<file path="src/hw/rtl/assert_macros.svh">
// assertion macros used by the top level rtl file
`ifndef ASSERT_MACROS_SVH
`define ASSERT_MACROS_SVH
`ifndef SYNTHESIS
`define ASSERT_IMPL(lbl, clk, rstn, ante, cons) \
  lbl: assert property (@(posedge clk) disable iff (!rstn) (ante) |-> (cons)) \
    else $error("assertion failed");
`define ASSERT_NEXT(lbl, clk, rstn, ante, cons) \
  lbl: assert property (@(posedge clk) disable iff (!rstn) (ante) |=> (cons)) \
    else $error("assertion failed");
`else
`define ASSERT_IMPL(lbl, clk, rstn, ante, cons)
`define ASSERT_NEXT(lbl, clk, rstn, ante, cons)
`endif
`endif

</file>
<file path="src/hw/rtl/dpcr_pkg.sv">
// types, constants and helper functions of the disk pair collision block
`default_nettype none
package dpcr_pkg;

  localparam int MaxBodies = 64;
  localparam int IdxW      = 6;
  localparam int PosW      = 24;
  localparam int RadW      = 22;
  localparam int DiffW     = 25;
  localparam int RsW       = 23;
  localparam int RootW     = 25;
  localparam int DenW      = 26;
  localparam int QuoW      = 27;
  localparam int MulW      = 27;
  localparam int ProdW     = 54;
  localparam int NumW      = 52;
  localparam int RemW      = 28;
  localparam int QW        = 50;
  localparam int SqIters   = 25;
  localparam int CntW      = 6;
  localparam int SatW      = 28;

  localparam logic signed [SatW-1:0] PosMax = 28'sd8388607;
  localparam logic signed [SatW-1:0] PosMin = -28'sd8388608;

  typedef struct packed {
    logic        [IdxW-1:0] index_a;
    logic        [IdxW-1:0] index_b;
    logic signed [PosW-1:0] a_pos_x;
    logic signed [PosW-1:0] a_pos_y;
    logic        [RadW-1:0] a_radius;
    logic signed [PosW-1:0] a_vel_x;
    logic signed [PosW-1:0] a_vel_y;
    logic signed [PosW-1:0] b_pos_x;
    logic signed [PosW-1:0] b_pos_y;
    logic        [RadW-1:0] b_radius;
    logic signed [PosW-1:0] b_vel_x;
    logic signed [PosW-1:0] b_vel_y;
  } dpcr_req_t;

  typedef struct packed {
    logic signed [PosW-1:0] new_a_pos_x;
    logic signed [PosW-1:0] new_a_pos_y;
    logic signed [PosW-1:0] new_a_vel_x;
    logic signed [PosW-1:0] new_a_vel_y;
    logic signed [PosW-1:0] new_b_pos_x;
    logic signed [PosW-1:0] new_b_pos_y;
    logic signed [PosW-1:0] new_b_vel_x;
    logic signed [PosW-1:0] new_b_vel_y;
    logic                   touching;
    logic                   exchanged;
    logic                   coincident;
  } dpcr_res_t;

  typedef enum logic [4:0] {
    ST_CLEAR, ST_IDLE, ST_MUL_QX, ST_MUL_QY, ST_MUL_RS, ST_WR_A, ST_WR_B, ST_SQRT,
    ST_MUL_PX, ST_DIV_PX, ST_MUL_PY, ST_DIV_PY, ST_MUL_P1, ST_MUL_P2, ST_DIV_T,
    ST_MUL_EX, ST_DIV_EX, ST_MUL_EY, ST_DIV_EY, ST_OUT
  } dpcr_state_e;

  typedef enum logic {
    UNIT_DIV,
    UNIT_SQRT
  } dpcr_unit_mode_e;

  typedef struct packed {
    logic            start;
    dpcr_unit_mode_e mode;
  } dpcr_unit_ctrl_t;

  typedef struct packed {
    logic busy;
    logic done;
  } dpcr_unit_stat_t;

  // index reduced modulo the body count, by conditional subtraction
  function automatic int idx_mod(logic [IdxW-1:0] v, int m);
    int r;
    r = int'(v);
    for (int k = IdxW - 1; k >= 0; k--) begin
      if (r >= (m << k)) r = r - (m << k);
    end
    return r;
  endfunction

  function automatic logic signed [PosW-1:0] sat_pos(logic signed [SatW-1:0] v);
    logic signed [PosW-1:0] r;
    if (v > PosMax) r = PosMax[PosW-1:0];
    else if (v < PosMin) r = PosMin[PosW-1:0];
    else r = v[PosW-1:0];
    return r;
  endfunction

endpackage
`default_nettype wire

</file>
<file path="src/hw/rtl/dpcr_stream_if.sv">
// valid/ready stream interface
`default_nettype none
interface dpcr_stream_if #(parameter type data_t = logic);
  logic  valid;
  logic  ready;
  data_t data;
  modport source (output valid, output data, input ready);
  modport sink (input valid, input data, output ready);
endinterface
`default_nettype wire

</file>
<file path="src/hw/rtl/dpcr_ram.sv">
// generic single write port ram with registered read
`default_nettype none
module dpcr_ram #(
  parameter int WIDTH = 1,
  parameter int DEPTH = 64
) (
  input  wire logic                     clk_i,
  input  wire logic                     we_i,
  input  wire logic [$clog2(DEPTH)-1:0] waddr_i,
  input  wire logic [WIDTH-1:0]         wdata_i,
  input  wire logic [$clog2(DEPTH)-1:0] raddr_i,
  output logic      [WIDTH-1:0]         rdata_o
);
  logic [WIDTH-1:0] mem_q [DEPTH];

  always_ff @(posedge clk_i) begin
    if (we_i) mem_q[waddr_i] <= wdata_i;
    rdata_o <= mem_q[raddr_i];
  end
endmodule
`default_nettype wire

</file>
<file path="src/hw/rtl/dpcr_divsqrt.sv">
// shared restoring divider and square root unit, one result bit a cycle
`default_nettype none
module dpcr_divsqrt (
  input  wire logic                          clk_i,
  input  wire logic                          rst_ni,
  input  wire dpcr_pkg::dpcr_unit_ctrl_t     ctrl_i,
  input  wire logic [dpcr_pkg::NumW-1:0]     num_i,
  input  wire logic [dpcr_pkg::DenW-1:0]     den_i,
  output dpcr_pkg::dpcr_unit_stat_t          stat_o,
  output logic      [dpcr_pkg::NumW-1:0]     res_o
);
  logic                          busy_q, busy_d, done_q, done_d;
  logic [dpcr_pkg::CntW-1:0]     cnt_q, cnt_d;
  dpcr_pkg::dpcr_unit_mode_e     mode_q;
  logic [dpcr_pkg::NumW-1:0]     x_q, res_q;
  logic [dpcr_pkg::RemW-1:0]     rem_q, rem_sh, trial;
  logic [dpcr_pkg::DenW-1:0]     den_q;
  logic                          ge;

  // sqrt brings in two bits, divide one
  always_comb begin
    if (mode_q == dpcr_pkg::UNIT_SQRT) begin
      rem_sh = {rem_q[dpcr_pkg::RemW-3:0], x_q[dpcr_pkg::NumW-1 -: 2]};
      trial  = {res_q[dpcr_pkg::RemW-3:0], 2'b01};
    end else begin
      rem_sh = {rem_q[dpcr_pkg::RemW-2:0], x_q[dpcr_pkg::NumW-1]};
      trial  = {2'b00, den_q};
    end
    ge = rem_sh >= trial;
  end

  always_comb begin
    busy_d = busy_q;
    cnt_d  = cnt_q;
    done_d = 1'b0;
    if (ctrl_i.start) begin
      busy_d = 1'b1;
      cnt_d  = (ctrl_i.mode == dpcr_pkg::UNIT_SQRT) ?
               dpcr_pkg::CntW'(dpcr_pkg::SqIters - 1) : dpcr_pkg::CntW'(dpcr_pkg::NumW - 1);
    end else if (busy_q) begin
      if (cnt_q == '0) begin
        busy_d = 1'b0;
        done_d = 1'b1;
      end else begin
        cnt_d = cnt_q - 1'b1;
      end
    end
  end

  always_ff @(posedge clk_i or negedge rst_ni) begin
    if (!rst_ni) begin
      busy_q <= 1'b0;
      done_q <= 1'b0;
      cnt_q  <= '0;
    end else begin
      busy_q <= busy_d;
      done_q <= done_d;
      cnt_q  <= cnt_d;
    end
  end

  always_ff @(posedge clk_i) begin
    if (ctrl_i.start) begin
      mode_q <= ctrl_i.mode;
      x_q    <= num_i;
      den_q  <= den_i;
      rem_q  <= '0;
      res_q  <= '0;
    end else if (busy_q) begin
      x_q   <= (mode_q == dpcr_pkg::UNIT_SQRT) ? {x_q[dpcr_pkg::NumW-3:0], 2'b00} :
                                                 {x_q[dpcr_pkg::NumW-2:0], 1'b0};
      rem_q <= ge ? rem_sh - trial : rem_sh;
      res_q <= {res_q[dpcr_pkg::NumW-2:0], ge};
    end
  end

  assign stat_o.busy = busy_q;
  assign stat_o.done = done_q;
  assign res_o       = res_q;
endmodule
`default_nettype wire

</file>
<file path="src/hw/rtl/disk_pair_collision_resolve.sv">
// top level: sequencer, shared multiplier and pair flag store of the disk collision block
// usage
//  - req_i carries one disk pair per request (valid/ready); res_o returns one result
//    per request, in order, with the separated positions, exchanged velocities and
//    the touching, exchanged and coincident flags
//  - one request at a time: req_i.ready is high only while the sequencer is idle
//  - the time from acceptance to the result being offered depends on the path: every
//    pair takes the square root, a push adds two divisions and an exchange three
//  - the shared divide/square root unit yields one bit a cycle: 25 steps for the
//    root and 52 for each of up to five divisions; the products come from the
//    shared 27 x 27 multiplier
//  - after reset the pair flag ram is swept to all ones, entry by entry, before
//    the first request is taken
//  - a stalled result is held in the output register until res_o.ready is high;
//    no new request is taken meanwhile
`default_nettype none
`include "assert_macros.svh"
module disk_pair_collision_resolve #(
  parameter int MAX_BODIES = dpcr_pkg::MaxBodies
) (
  input wire logic     clk_i,
  input wire logic     rst_ni,
  dpcr_stream_if.sink   req_i,
  dpcr_stream_if.source res_o
);
  localparam int AW = $clog2(MAX_BODIES);

  dpcr_pkg::dpcr_state_e state_q, state_d;

  // clearing pass counter
  logic [AW-1:0] clr_q, clr_d;
  logic          started_q, started_d;

  // latched request and derived values
  dpcr_pkg::dpcr_res_t                out_q;
  logic signed [dpcr_pkg::DiffW-1:0]  dx_q, dy_q, dvx_q, dvy_q;
  logic signed [dpcr_pkg::DiffW-1:0]  dx_w, dy_w;
  logic        [dpcr_pkg::RsW-1:0]    rs_q, off_q;
  logic        [AW-1:0]               ia_q, ib_q;
  logic                               fa_q, fb_q, coinc_q, push_q, both_q, sign_q;
  logic signed [dpcr_pkg::ProdW-1:0]  acc_q, prod_q, div_src;
  logic        [dpcr_pkg::QW-1:0]     q_q, rr_w;
  logic        [dpcr_pkg::RootW-1:0]  d_q;
  logic signed [dpcr_pkg::QuoW-1:0]   px_q, t_q, ex_q, quo;

  // shared multiplier operands
  logic signed [dpcr_pkg::MulW-1:0]   mul_a, mul_b;

  // shared unit
  dpcr_pkg::dpcr_unit_ctrl_t          unit_ctrl;
  dpcr_pkg::dpcr_unit_stat_t          unit_stat;
  logic        [dpcr_pkg::NumW-1:0]   unit_num, unit_res, div_mag;
  logic        [dpcr_pkg::DenW-1:0]   unit_den;
  logic                               unit_state;

  // flag ram
  logic          ram_we, ram_wdata, ram_rdata;
  logic [AW-1:0] ram_waddr, ram_raddr;

  logic req_acc;

  assign req_acc = req_i.valid && req_i.ready;
  assign dx_w    = {req_i.data.b_pos_x[23], req_i.data.b_pos_x}
                 - {req_i.data.a_pos_x[23], req_i.data.a_pos_x};
  assign dy_w    = {req_i.data.b_pos_y[23], req_i.data.b_pos_y}
                 - {req_i.data.a_pos_y[23], req_i.data.a_pos_y};
  assign rr_w    = dpcr_pkg::QW'(prod_q[45:0]);

  assign unit_state = (state_q == dpcr_pkg::ST_SQRT) || (state_q == dpcr_pkg::ST_DIV_PX) ||
                      (state_q == dpcr_pkg::ST_DIV_PY) || (state_q == dpcr_pkg::ST_DIV_T) ||
                      (state_q == dpcr_pkg::ST_DIV_EX) || (state_q == dpcr_pkg::ST_DIV_EY);

  // the projection sum feeds the division for t, single products feed the others
  assign div_src = (state_q == dpcr_pkg::ST_DIV_T) ? acc_q + prod_q : prod_q;
  assign div_mag = div_src[dpcr_pkg::ProdW-1] ? dpcr_pkg::NumW'(-div_src) :
                                                dpcr_pkg::NumW'(div_src);
  assign quo     = sign_q ? -$signed({1'b0, unit_res[dpcr_pkg::DenW-1:0]}) :
                             $signed({1'b0, unit_res[dpcr_pkg::DenW-1:0]});

  // next state
  always_comb begin
    state_d = state_q;
    case (state_q)
      dpcr_pkg::ST_CLEAR:  if (clr_q == AW'(MAX_BODIES - 1)) state_d = dpcr_pkg::ST_IDLE;
      dpcr_pkg::ST_IDLE:   if (req_acc) state_d = dpcr_pkg::ST_MUL_QX;
      dpcr_pkg::ST_MUL_QX: state_d = dpcr_pkg::ST_MUL_QY;
      dpcr_pkg::ST_MUL_QY: state_d = dpcr_pkg::ST_MUL_RS;
      dpcr_pkg::ST_MUL_RS: state_d = dpcr_pkg::ST_WR_A;
      dpcr_pkg::ST_WR_A:   state_d = dpcr_pkg::ST_WR_B;
      dpcr_pkg::ST_WR_B:   state_d = dpcr_pkg::ST_SQRT;
      dpcr_pkg::ST_SQRT: begin
        if (unit_stat.done) begin
          if (coinc_q) state_d = dpcr_pkg::ST_OUT;
          else if (push_q) state_d = dpcr_pkg::ST_MUL_PX;
          else if (both_q) state_d = dpcr_pkg::ST_MUL_P1;
          else state_d = dpcr_pkg::ST_OUT;
        end
      end
      dpcr_pkg::ST_MUL_PX: state_d = dpcr_pkg::ST_DIV_PX;
      dpcr_pkg::ST_DIV_PX: if (unit_stat.done) state_d = dpcr_pkg::ST_MUL_PY;
      dpcr_pkg::ST_MUL_PY: state_d = dpcr_pkg::ST_DIV_PY;
      dpcr_pkg::ST_DIV_PY: begin
        if (unit_stat.done) state_d = both_q ? dpcr_pkg::ST_MUL_P1 : dpcr_pkg::ST_OUT;
      end
      dpcr_pkg::ST_MUL_P1: state_d = dpcr_pkg::ST_MUL_P2;
      dpcr_pkg::ST_MUL_P2: state_d = dpcr_pkg::ST_DIV_T;
      dpcr_pkg::ST_DIV_T:  if (unit_stat.done) state_d = dpcr_pkg::ST_MUL_EX;
      dpcr_pkg::ST_MUL_EX: state_d = dpcr_pkg::ST_DIV_EX;
      dpcr_pkg::ST_DIV_EX: if (unit_stat.done) state_d = dpcr_pkg::ST_MUL_EY;
      dpcr_pkg::ST_MUL_EY: state_d = dpcr_pkg::ST_DIV_EY;
      dpcr_pkg::ST_DIV_EY: if (unit_stat.done) state_d = dpcr_pkg::ST_OUT;
      dpcr_pkg::ST_OUT:    if (res_o.ready) state_d = dpcr_pkg::ST_IDLE;
      default:             state_d = dpcr_pkg::ST_CLEAR;
    endcase
  end

  // outputs of the sequencer
  always_comb begin
    mul_a          = '0;
    mul_b          = '0;
    ram_we         = 1'b0;
    ram_waddr      = ia_q;
    ram_wdata      = !both_q;
    ram_raddr      = ib_q;
    unit_ctrl.start = unit_state && !started_q;
    unit_ctrl.mode  = dpcr_pkg::UNIT_DIV;
    unit_den       = {1'b0, d_q};
    unit_num       = div_mag + dpcr_pkg::NumW'(d_q >> 1);
    clr_d          = clr_q;
    started_d      = started_q;
    req_i.ready    = 1'b0;
    res_o.valid    = 1'b0;
    case (state_q)
      dpcr_pkg::ST_CLEAR: begin
        ram_we    = 1'b1;
        ram_waddr = clr_q;
        ram_wdata = 1'b1;
        clr_d     = clr_q + 1'b1;
      end
      dpcr_pkg::ST_IDLE: begin
        req_i.ready = 1'b1;
        ram_raddr   = AW'(dpcr_pkg::idx_mod(req_i.data.index_a, MAX_BODIES));
      end
      dpcr_pkg::ST_MUL_QX: begin
        mul_a = 27'(dx_q);
        mul_b = 27'(dx_q);
      end
      dpcr_pkg::ST_MUL_QY: begin
        mul_a = 27'(dy_q);
        mul_b = 27'(dy_q);
      end
      dpcr_pkg::ST_MUL_RS: begin
        mul_a = $signed({4'b0, rs_q});
        mul_b = $signed({4'b0, rs_q});
      end
      dpcr_pkg::ST_WR_A: begin
        ram_we    = 1'b1;
        ram_wdata = !(fa_q && fb_q);
      end
      dpcr_pkg::ST_WR_B: begin
        ram_we    = 1'b1;
        ram_waddr = ib_q;
      end
      dpcr_pkg::ST_SQRT: begin
        unit_ctrl.mode = dpcr_pkg::UNIT_SQRT;
        unit_num       = {q_q, 2'b00};
      end
      dpcr_pkg::ST_MUL_PX: begin
        mul_a = 27'(dx_q);
        mul_b = $signed({4'b0, off_q});
      end
      dpcr_pkg::ST_MUL_PY: begin
        mul_a = 27'(dy_q);
        mul_b = $signed({4'b0, off_q});
      end
      // divisor 2d, so half the divisor is d
      dpcr_pkg::ST_DIV_PX, dpcr_pkg::ST_DIV_PY: begin
        unit_den = {d_q, 1'b0};
        unit_num = div_mag + dpcr_pkg::NumW'(d_q);
      end
      dpcr_pkg::ST_MUL_P1: begin
        mul_a = 27'(dvx_q);
        mul_b = 27'(dx_q);
      end
      dpcr_pkg::ST_MUL_P2: begin
        mul_a = 27'(dvy_q);
        mul_b = 27'(dy_q);
      end
      dpcr_pkg::ST_MUL_EX: begin
        mul_a = t_q;
        mul_b = 27'(dx_q);
      end
      dpcr_pkg::ST_MUL_EY: begin
        mul_a = t_q;
        mul_b = 27'(dy_q);
      end
      dpcr_pkg::ST_OUT: res_o.valid = 1'b1;
      default: ;
    endcase
    if (unit_ctrl.start) started_d = 1'b1;
    else if (unit_stat.done) started_d = 1'b0;
  end

  always_ff @(posedge clk_i or negedge rst_ni) begin
    if (!rst_ni) begin
      state_q   <= dpcr_pkg::ST_CLEAR;
      clr_q     <= '0;
      started_q <= 1'b0;
    end else begin
      state_q   <= state_d;
      clr_q     <= clr_d;
      started_q <= started_d;
    end
  end

  // datapath registers
  always_ff @(posedge clk_i) begin
    prod_q <= mul_a * mul_b;
    if (unit_ctrl.start) sign_q <= div_src[dpcr_pkg::ProdW-1];
    case (state_q)
      dpcr_pkg::ST_IDLE: begin
        if (req_acc) begin
          dx_q    <= dx_w;
          dy_q    <= dy_w;
          dvx_q   <= {req_i.data.b_vel_x[23], req_i.data.b_vel_x}
                   - {req_i.data.a_vel_x[23], req_i.data.a_vel_x};
          dvy_q   <= {req_i.data.b_vel_y[23], req_i.data.b_vel_y}
                   - {req_i.data.a_vel_y[23], req_i.data.a_vel_y};
          rs_q    <= {1'b0, req_i.data.a_radius} + {1'b0, req_i.data.b_radius};
          ia_q    <= AW'(dpcr_pkg::idx_mod(req_i.data.index_a, MAX_BODIES));
          ib_q    <= AW'(dpcr_pkg::idx_mod(req_i.data.index_b, MAX_BODIES));
          coinc_q <= (dx_w == '0) && (dy_w == '0);
          // unchanged values pass through unless a push or exchange follows
          out_q.new_a_pos_x <= req_i.data.a_pos_x;
          out_q.new_a_pos_y <= req_i.data.a_pos_y;
          out_q.new_a_vel_x <= req_i.data.a_vel_x;
          out_q.new_a_vel_y <= req_i.data.a_vel_y;
          out_q.new_b_pos_x <= req_i.data.b_pos_x;
          out_q.new_b_pos_y <= req_i.data.b_pos_y;
          out_q.new_b_vel_x <= req_i.data.b_vel_x;
          out_q.new_b_vel_y <= req_i.data.b_vel_y;
        end
      end
      dpcr_pkg::ST_MUL_QX: fa_q <= ram_rdata;
      dpcr_pkg::ST_MUL_QY: begin
        fb_q  <= ram_rdata;
        acc_q <= prod_q;
      end
      dpcr_pkg::ST_MUL_RS: q_q <= dpcr_pkg::QW'(acc_q + prod_q);
      dpcr_pkg::ST_WR_A: begin
        // rs squared sits in the product register here
        both_q           <= fa_q && fb_q;
        push_q           <= !coinc_q && (q_q < rr_w);
        out_q.touching   <= q_q <= rr_w;
        out_q.exchanged  <= fa_q && fb_q && !coinc_q;
        out_q.coincident <= coinc_q;
      end
      dpcr_pkg::ST_SQRT: begin
        if (unit_stat.done) begin
          d_q   <= unit_res[dpcr_pkg::RootW-1:0];
          off_q <= dpcr_pkg::RsW'({2'b00, rs_q} - unit_res[dpcr_pkg::RootW-1:0]);
        end
      end
      dpcr_pkg::ST_DIV_PX: if (unit_stat.done) px_q <= quo;
      dpcr_pkg::ST_DIV_PY: begin
        if (unit_stat.done) begin
          out_q.new_b_pos_x <= dpcr_pkg::sat_pos(28'(out_q.new_b_pos_x) + 28'(px_q));
          out_q.new_b_pos_y <= dpcr_pkg::sat_pos(28'(out_q.new_b_pos_y) + 28'(quo));
          out_q.new_a_pos_x <= dpcr_pkg::sat_pos(28'(out_q.new_a_pos_x) - 28'(px_q));
          out_q.new_a_pos_y <= dpcr_pkg::sat_pos(28'(out_q.new_a_pos_y) - 28'(quo));
        end
      end
      dpcr_pkg::ST_MUL_P2: acc_q <= prod_q;
      dpcr_pkg::ST_DIV_T:  if (unit_stat.done) t_q <= quo;
      dpcr_pkg::ST_DIV_EX: if (unit_stat.done) ex_q <= quo;
      dpcr_pkg::ST_DIV_EY: begin
        if (unit_stat.done) begin
          out_q.new_a_vel_x <= dpcr_pkg::sat_pos(28'(out_q.new_a_vel_x) + 28'(ex_q));
          out_q.new_a_vel_y <= dpcr_pkg::sat_pos(28'(out_q.new_a_vel_y) + 28'(quo));
          out_q.new_b_vel_x <= dpcr_pkg::sat_pos(28'(out_q.new_b_vel_x) - 28'(ex_q));
          out_q.new_b_vel_y <= dpcr_pkg::sat_pos(28'(out_q.new_b_vel_y) - 28'(quo));
        end
      end
      default: ;
    endcase
  end

  assign res_o.data = out_q;

  dpcr_divsqrt u_divsqrt (
    .clk_i  (clk_i),
    .rst_ni (rst_ni),
    .ctrl_i (unit_ctrl),
    .num_i  (unit_num),
    .den_i  (unit_den),
    .stat_o (unit_stat),
    .res_o  (unit_res)
  );

  dpcr_ram #(
    .WIDTH (1),
    .DEPTH (MAX_BODIES)
  ) u_flags (
    .clk_i   (clk_i),
    .we_i    (ram_we),
    .waddr_i (ram_waddr),
    .wdata_i (ram_wdata),
    .raddr_i (ram_raddr),
    .rdata_o (ram_rdata)
  );

  `ASSERT_IMPL(a_ready_not_busy, clk_i, rst_ni, req_i.ready, !res_o.valid)
  `ASSERT_IMPL(a_flag_excl, clk_i, rst_ni, res_o.valid, !(res_o.data.exchanged && res_o.data.coincident))
  `ASSERT_IMPL(a_start_idle, clk_i, rst_ni, unit_ctrl.start, !unit_stat.busy)
  `ASSERT_NEXT(a_ready_after_out, clk_i, rst_ni, res_o.valid && res_o.ready, req_i.ready)
endmodule
`default_nettype wire

</file>
<file path="src/flat_wrapper.sv">
// flat-port wrapper written by rule: the top's interface ports become plain ports
module disk_pair_collision_resolve_flat 
#(
  parameter int MAX_BODIES = dpcr_pkg::MaxBodies
)
  (clk_i, rst_ni, req_i_valid, req_i_data, req_i_ready, res_o_valid, res_o_data, res_o_ready);
  dpcr_stream_if #(.data_t(dpcr_pkg::dpcr_req_t)) req_i_i ();
  dpcr_stream_if #(.data_t(dpcr_pkg::dpcr_res_t)) res_o_i ();
  input wire logic clk_i;
  input wire logic rst_ni;
  input wire logic [$bits(req_i_i.valid)-1:0] req_i_valid;
  input wire logic [$bits(req_i_i.data)-1:0] req_i_data;
  output wire logic [$bits(req_i_i.ready)-1:0] req_i_ready;
  output wire logic [$bits(res_o_i.valid)-1:0] res_o_valid;
  output wire logic [$bits(res_o_i.data)-1:0] res_o_data;
  input wire logic [$bits(res_o_i.ready)-1:0] res_o_ready;
  assign req_i_i.valid = req_i_valid;
  assign req_i_i.data = req_i_data;
  assign req_i_ready = req_i_i.ready;
  assign res_o_valid = res_o_i.valid;
  assign res_o_data = res_o_i.data;
  assign res_o_i.ready = res_o_ready;
  disk_pair_collision_resolve #(.MAX_BODIES(MAX_BODIES)) u_core (.clk_i(clk_i), .rst_ni(rst_ni), .req_i(req_i_i), .res_o(res_o_i));
endmodule
</file>
<file path="config.mk">
export PLATFORM = sky130hd
export DESIGN_NAME = disk_pair_collision_resolve_flat
export DESIGN_NICKNAME = d
export VERILOG_FILES = /design/src/hw/rtl/dpcr_pkg.sv /design/src/hw/rtl/dpcr_stream_if.sv /design/src/hw/rtl/dpcr_ram.sv /design/src/hw/rtl/dpcr_divsqrt.sv /design/src/hw/rtl/disk_pair_collision_resolve.sv /design/src/flat_wrapper.sv
export VERILOG_INCLUDE_DIRS = /design/src /design/src/hw/rtl
export SDC_FILE = /design/constraint.sdc
export NUM_CORES = 2
export LEC_CHECK = 0
export ABC_AREA = 1
export BUFFER_PORTS_ARGS = -buffer_cell sky130_fd_sc_hd__buf_4
export CORE_MARGIN = 2
export CORE_UTILIZATION = 45
export DETAILED_ROUTE_END_ITERATION = 10
export GPL_ROUTABILITY_DRIVEN = 0
export PLACE_DENSITY_LB_ADDON = 0.3
export SLEW_MARGIN = 5
export SYNTH_ARGS = -nofsm -noshare
export SYNTH_HDL_FRONTEND = slang
export SYNTH_SLANG_ARGS = --single-unit
</file>
<file path="constraint.sdc">
create_clock -name clk_i -period 12 [get_ports clk_i]
set_clock_uncertainty 0.2 [all_clocks]
set_input_delay 2.4 -clock clk_i [delete_from_list [all_inputs] [get_ports clk_i]]
set_output_delay 2.4 -clock clk_i [all_outputs]
set_load 0.005 [all_outputs]
</file>
==> flow_metrics.py <==
metrics = {
    "run_status": {
        "outcome": "finished, final reports clean",
    },
    "die": {
        "dieHeight_um": 446,
        "row_count": 162,
        "die_area_sq_um": 199000,
        "ios": 449,
        "die_w_um": 446,
        "core_area_sq_um": 195000,
        "start_util_pct": 45.2,
    },
    "global_route": {
        "met3_usage_pct": 6.87,
        "overflow": 0,
        "grt_antenna_before_repair": 20,
        "grt.busiest_layer": "met2",
        "use_met2_pct": 47.7,
        "grt_max_degree": 92,
        "grt_util_met1_pct": 39.6,
        "grtUsageTotal_pct": 31.0,
        "grt_pass1_wl_um": 468000,
        "grt_pass1_vias": 78000,
    },
    "pwr": {
        "leakage_nw": 48.3,
        "finalPower_mw": 6.82,
        "ir_drop_uv": 141,
        "powerDensity_nw_per_um2": 69.5,
    },
    "cts": {
        "cts_max_path_buffers": 3,
        "root_buffer": "clkbuf_16",
        "numCtsBuffers": 100,
        "clk_pin_slew_worst_paths_ns": 0.07,
        "clkLatencyLatePin_ns": 0.79,
        "cts_tree": "done",
        "cts_hold_buf": 0,
        "cts_sinks": 840,
        "htree_levels": 3,
        "post_cts_resized": 0,
        "cts_post_setup_buffers_inserted": 0,
    },
    "sta": {
        "setup_viol": 0,
        "setup_tns_ns": 0,
        "worst_slew_pin_slew_ns": 1.35,
        "slew_headroom_pct": 9.74,
        "fmax_mhz": 94.8,
        "maxSlewViolCount": 0,
        "finalCriticalPeriod_ns": 10.55,
        "period_share_pct": 87.9,
        "hold_violations": 0,
        "rsz0062_at_grt": "no",
    },
    "job": {
        "drv_cap": 0,
    },
    "logic_synthesis": {
        "yosys_warnings": 0,
        "synth_top_area_share_pct": 24.3,
        "ys_seq_area_share_pct": 27.3,
        "synth_area_per_cell_sq_um": 7.95,
        "synthArstFlopShare_pct": 2.38,
        "syn_inst": 11100,
        "ys_seq_elements": 840,
        "ys_types": 71,
        "synth_area_sq_um": 88100,
        "yosysMostFrequentCell": "nand2_1",
        "syn_nets": 12800,
        "synthTopCellsByArea": "edfxtp_1, fa_1, nand2_1",
        "synthTopCellsByCount": "nand2_1, inv_1, nor2_1",
        "ys.flop_type": "edfxtp_1",
        "yosysTopAreaCell": "edfxtp_1",
        "synth_edf_count": 712,
    },
    "final_layout": {
        "fill_cells": 18600,
        "multi_input_area_sq_um": 55000,
        "syn2layout_area_growth_pct": 11.4,
        "final_cell_count_no_fill": 14200,
        "seq_area_sq_um": 24000,
        "fin_area_sq_um": 98100,
        "drive_gt1_share_pct": 8.15,
        "fin_nets": 13200,
    },
    "critical_path": {
        "crit_buf_inv": 8,
        "path_delay_family": "adder cells",
        "slowest_delay_ns": 0.77,
        "crit_slowest_cell": "nor2_1",
        "regToRegEndpoint": "u_core.prod_q[51]",
        "crit_fanout": 22,
        "rr_worst_depth": 37,
        "cp-start-kind": "flip-flop",
        "arrival_ns": 11.02,
        "end_kind": "flip-flop",
        "crit_type": "reg -> reg",
        "rrSetupSlack_ns": 1.45,
        "required_ns": 12.47,
        "worstReg2RegStart": "u_core.state_q[1]",
        "cpMostUsedCell": "inv_1",
    },
    "placement": {
        "port_buffers": 448,
        "dpl.hpwl_um": 251000,
        "place_area_sq_um": 94700,
        "dp_cells": 14000,
    },
    "hold_path": {
        "hold_class": "reg -> reg",
        "min-delay-start": "u_core.u_divsqrt.res_o[5]",
        "hold_end": "u_core.d_q[5]",
        "min_path_cells": 0,
    },
    "routing": {
        "drt_iter0_markers": 8943,
        "first_pass_iters": 8,
        "ant_nets": 0,
        "routedWlPerCell_um": 22.0,
        "drc": 0,
        "routed-via-count": 79300,
        "via_per_inst": 5.58,
        "wl_um": 312000,
    },
}
==> cells by family (layout without fill, tap and decap cells) <==
family	count (synthesis)	after routing	synth area share [%]
flip-flops	840	840	27.3
AO/OA/AOI/OAI	1632	1632	10.5
AND/OR/NAND/NOR	4245	4245	19.8
adder cells (fa/ha/maj)	1447	1447	27.1
other	0	7	0
XOR/XNOR	476	476	4.73
buffers and inverters	2439	2931	10.5
==> worst max path at each step <==
stage	start	to	slack (ns)	cells past startpoint
floorplan	u_core.state_q[4]	u_core.prod_q[53]	2.42	37
global placement	u_core.state_q[0]	u_core.prod_q[51]	1.99	37
detailed placement	u_core.state_q[1]	u_core.prod_q[51]	1.72	37
CTS	u_core.state_q[1]	u_core.prod_q[51]	1.69	37
global route	u_core.state_q[1]	u_core.prod_q[51]	1.08	37
finish	u_core.state_q[1]	u_core.prod_q[51]	1.45	37
==> where the power goes <==
group | total (mW) | leakage [nW] | internal [mW] | switching [mW]
combinational | 0.491 | 39.0 | 0.185 | 0.306
clock | 3.17 | 1.64 | 1.77 | 1.40
sequential | 3.16 | 7.59 | 3.16 | 0
==> flip-flops by register name (all words and copies together) (netlist names), 25 cells and up <==
signal	flops
u_core.acc_q	54
u_core.d_q	25
u_core.dvx_q	25
u_core.dvy_q	25
u_core.dx_q	25
u_core.dy_q	25
u_core.ex_q	27
u_core.prod_q	54
u_core.px_q	27
u_core.q_q	50
u_core.res_o.data	195
u_core.t_q	27
u_core.u_divsqrt.den_q	26
u_core.u_divsqrt.rem_q	27
u_core.u_divsqrt.res_o	26
u_core.u_divsqrt.x_q	52
u_core.u_flags.mem_q	64
==> cell usage in the layout (no fill, tap or decap), types with 108 or more instances in the layout <==
cell / n
buf_4: 567
fa_1: 771
edfxtp_1: 712
xor2_1: 289
o21ai_0: 412
ha_1: 676
nor2_1: 846
dfxtp_1: 108
nand2_1: 2663
nand3_1: 375
a21oi_1: 774
xnor2_1: 178
inv_1: 2129
==> per-layer routing <==
layer	share of wire, %	routed length [um]
met3	10	32600
met5	0.056	175
met4	7.8	24300
met1	38	120000
met2	43	135000
==> metrics by stage <==
step                hold slack [ns]  utilization [%]  setup slack [ns]
finish                        0.241             50.4              1.45
global route                  0.245             50.4              1.08
global placement              0.219             48.6              1.99
CTS                           0.239             50.4              1.69
detailed placement            0.224             48.6              1.72
floorplan                     0.204                -              2.42
==> cell type report <==
type,instances,area share [%]
antenna,7,0.0179
clock buffer,130,2.85
clock inverter,58,0.582
inverter,2176,8.33
multi-input combinational,7800,56.0
sequential,840,24.5
tap,2624,3.35
timing repair buffer,567,4.34
(Power assumes the default switching activity.)
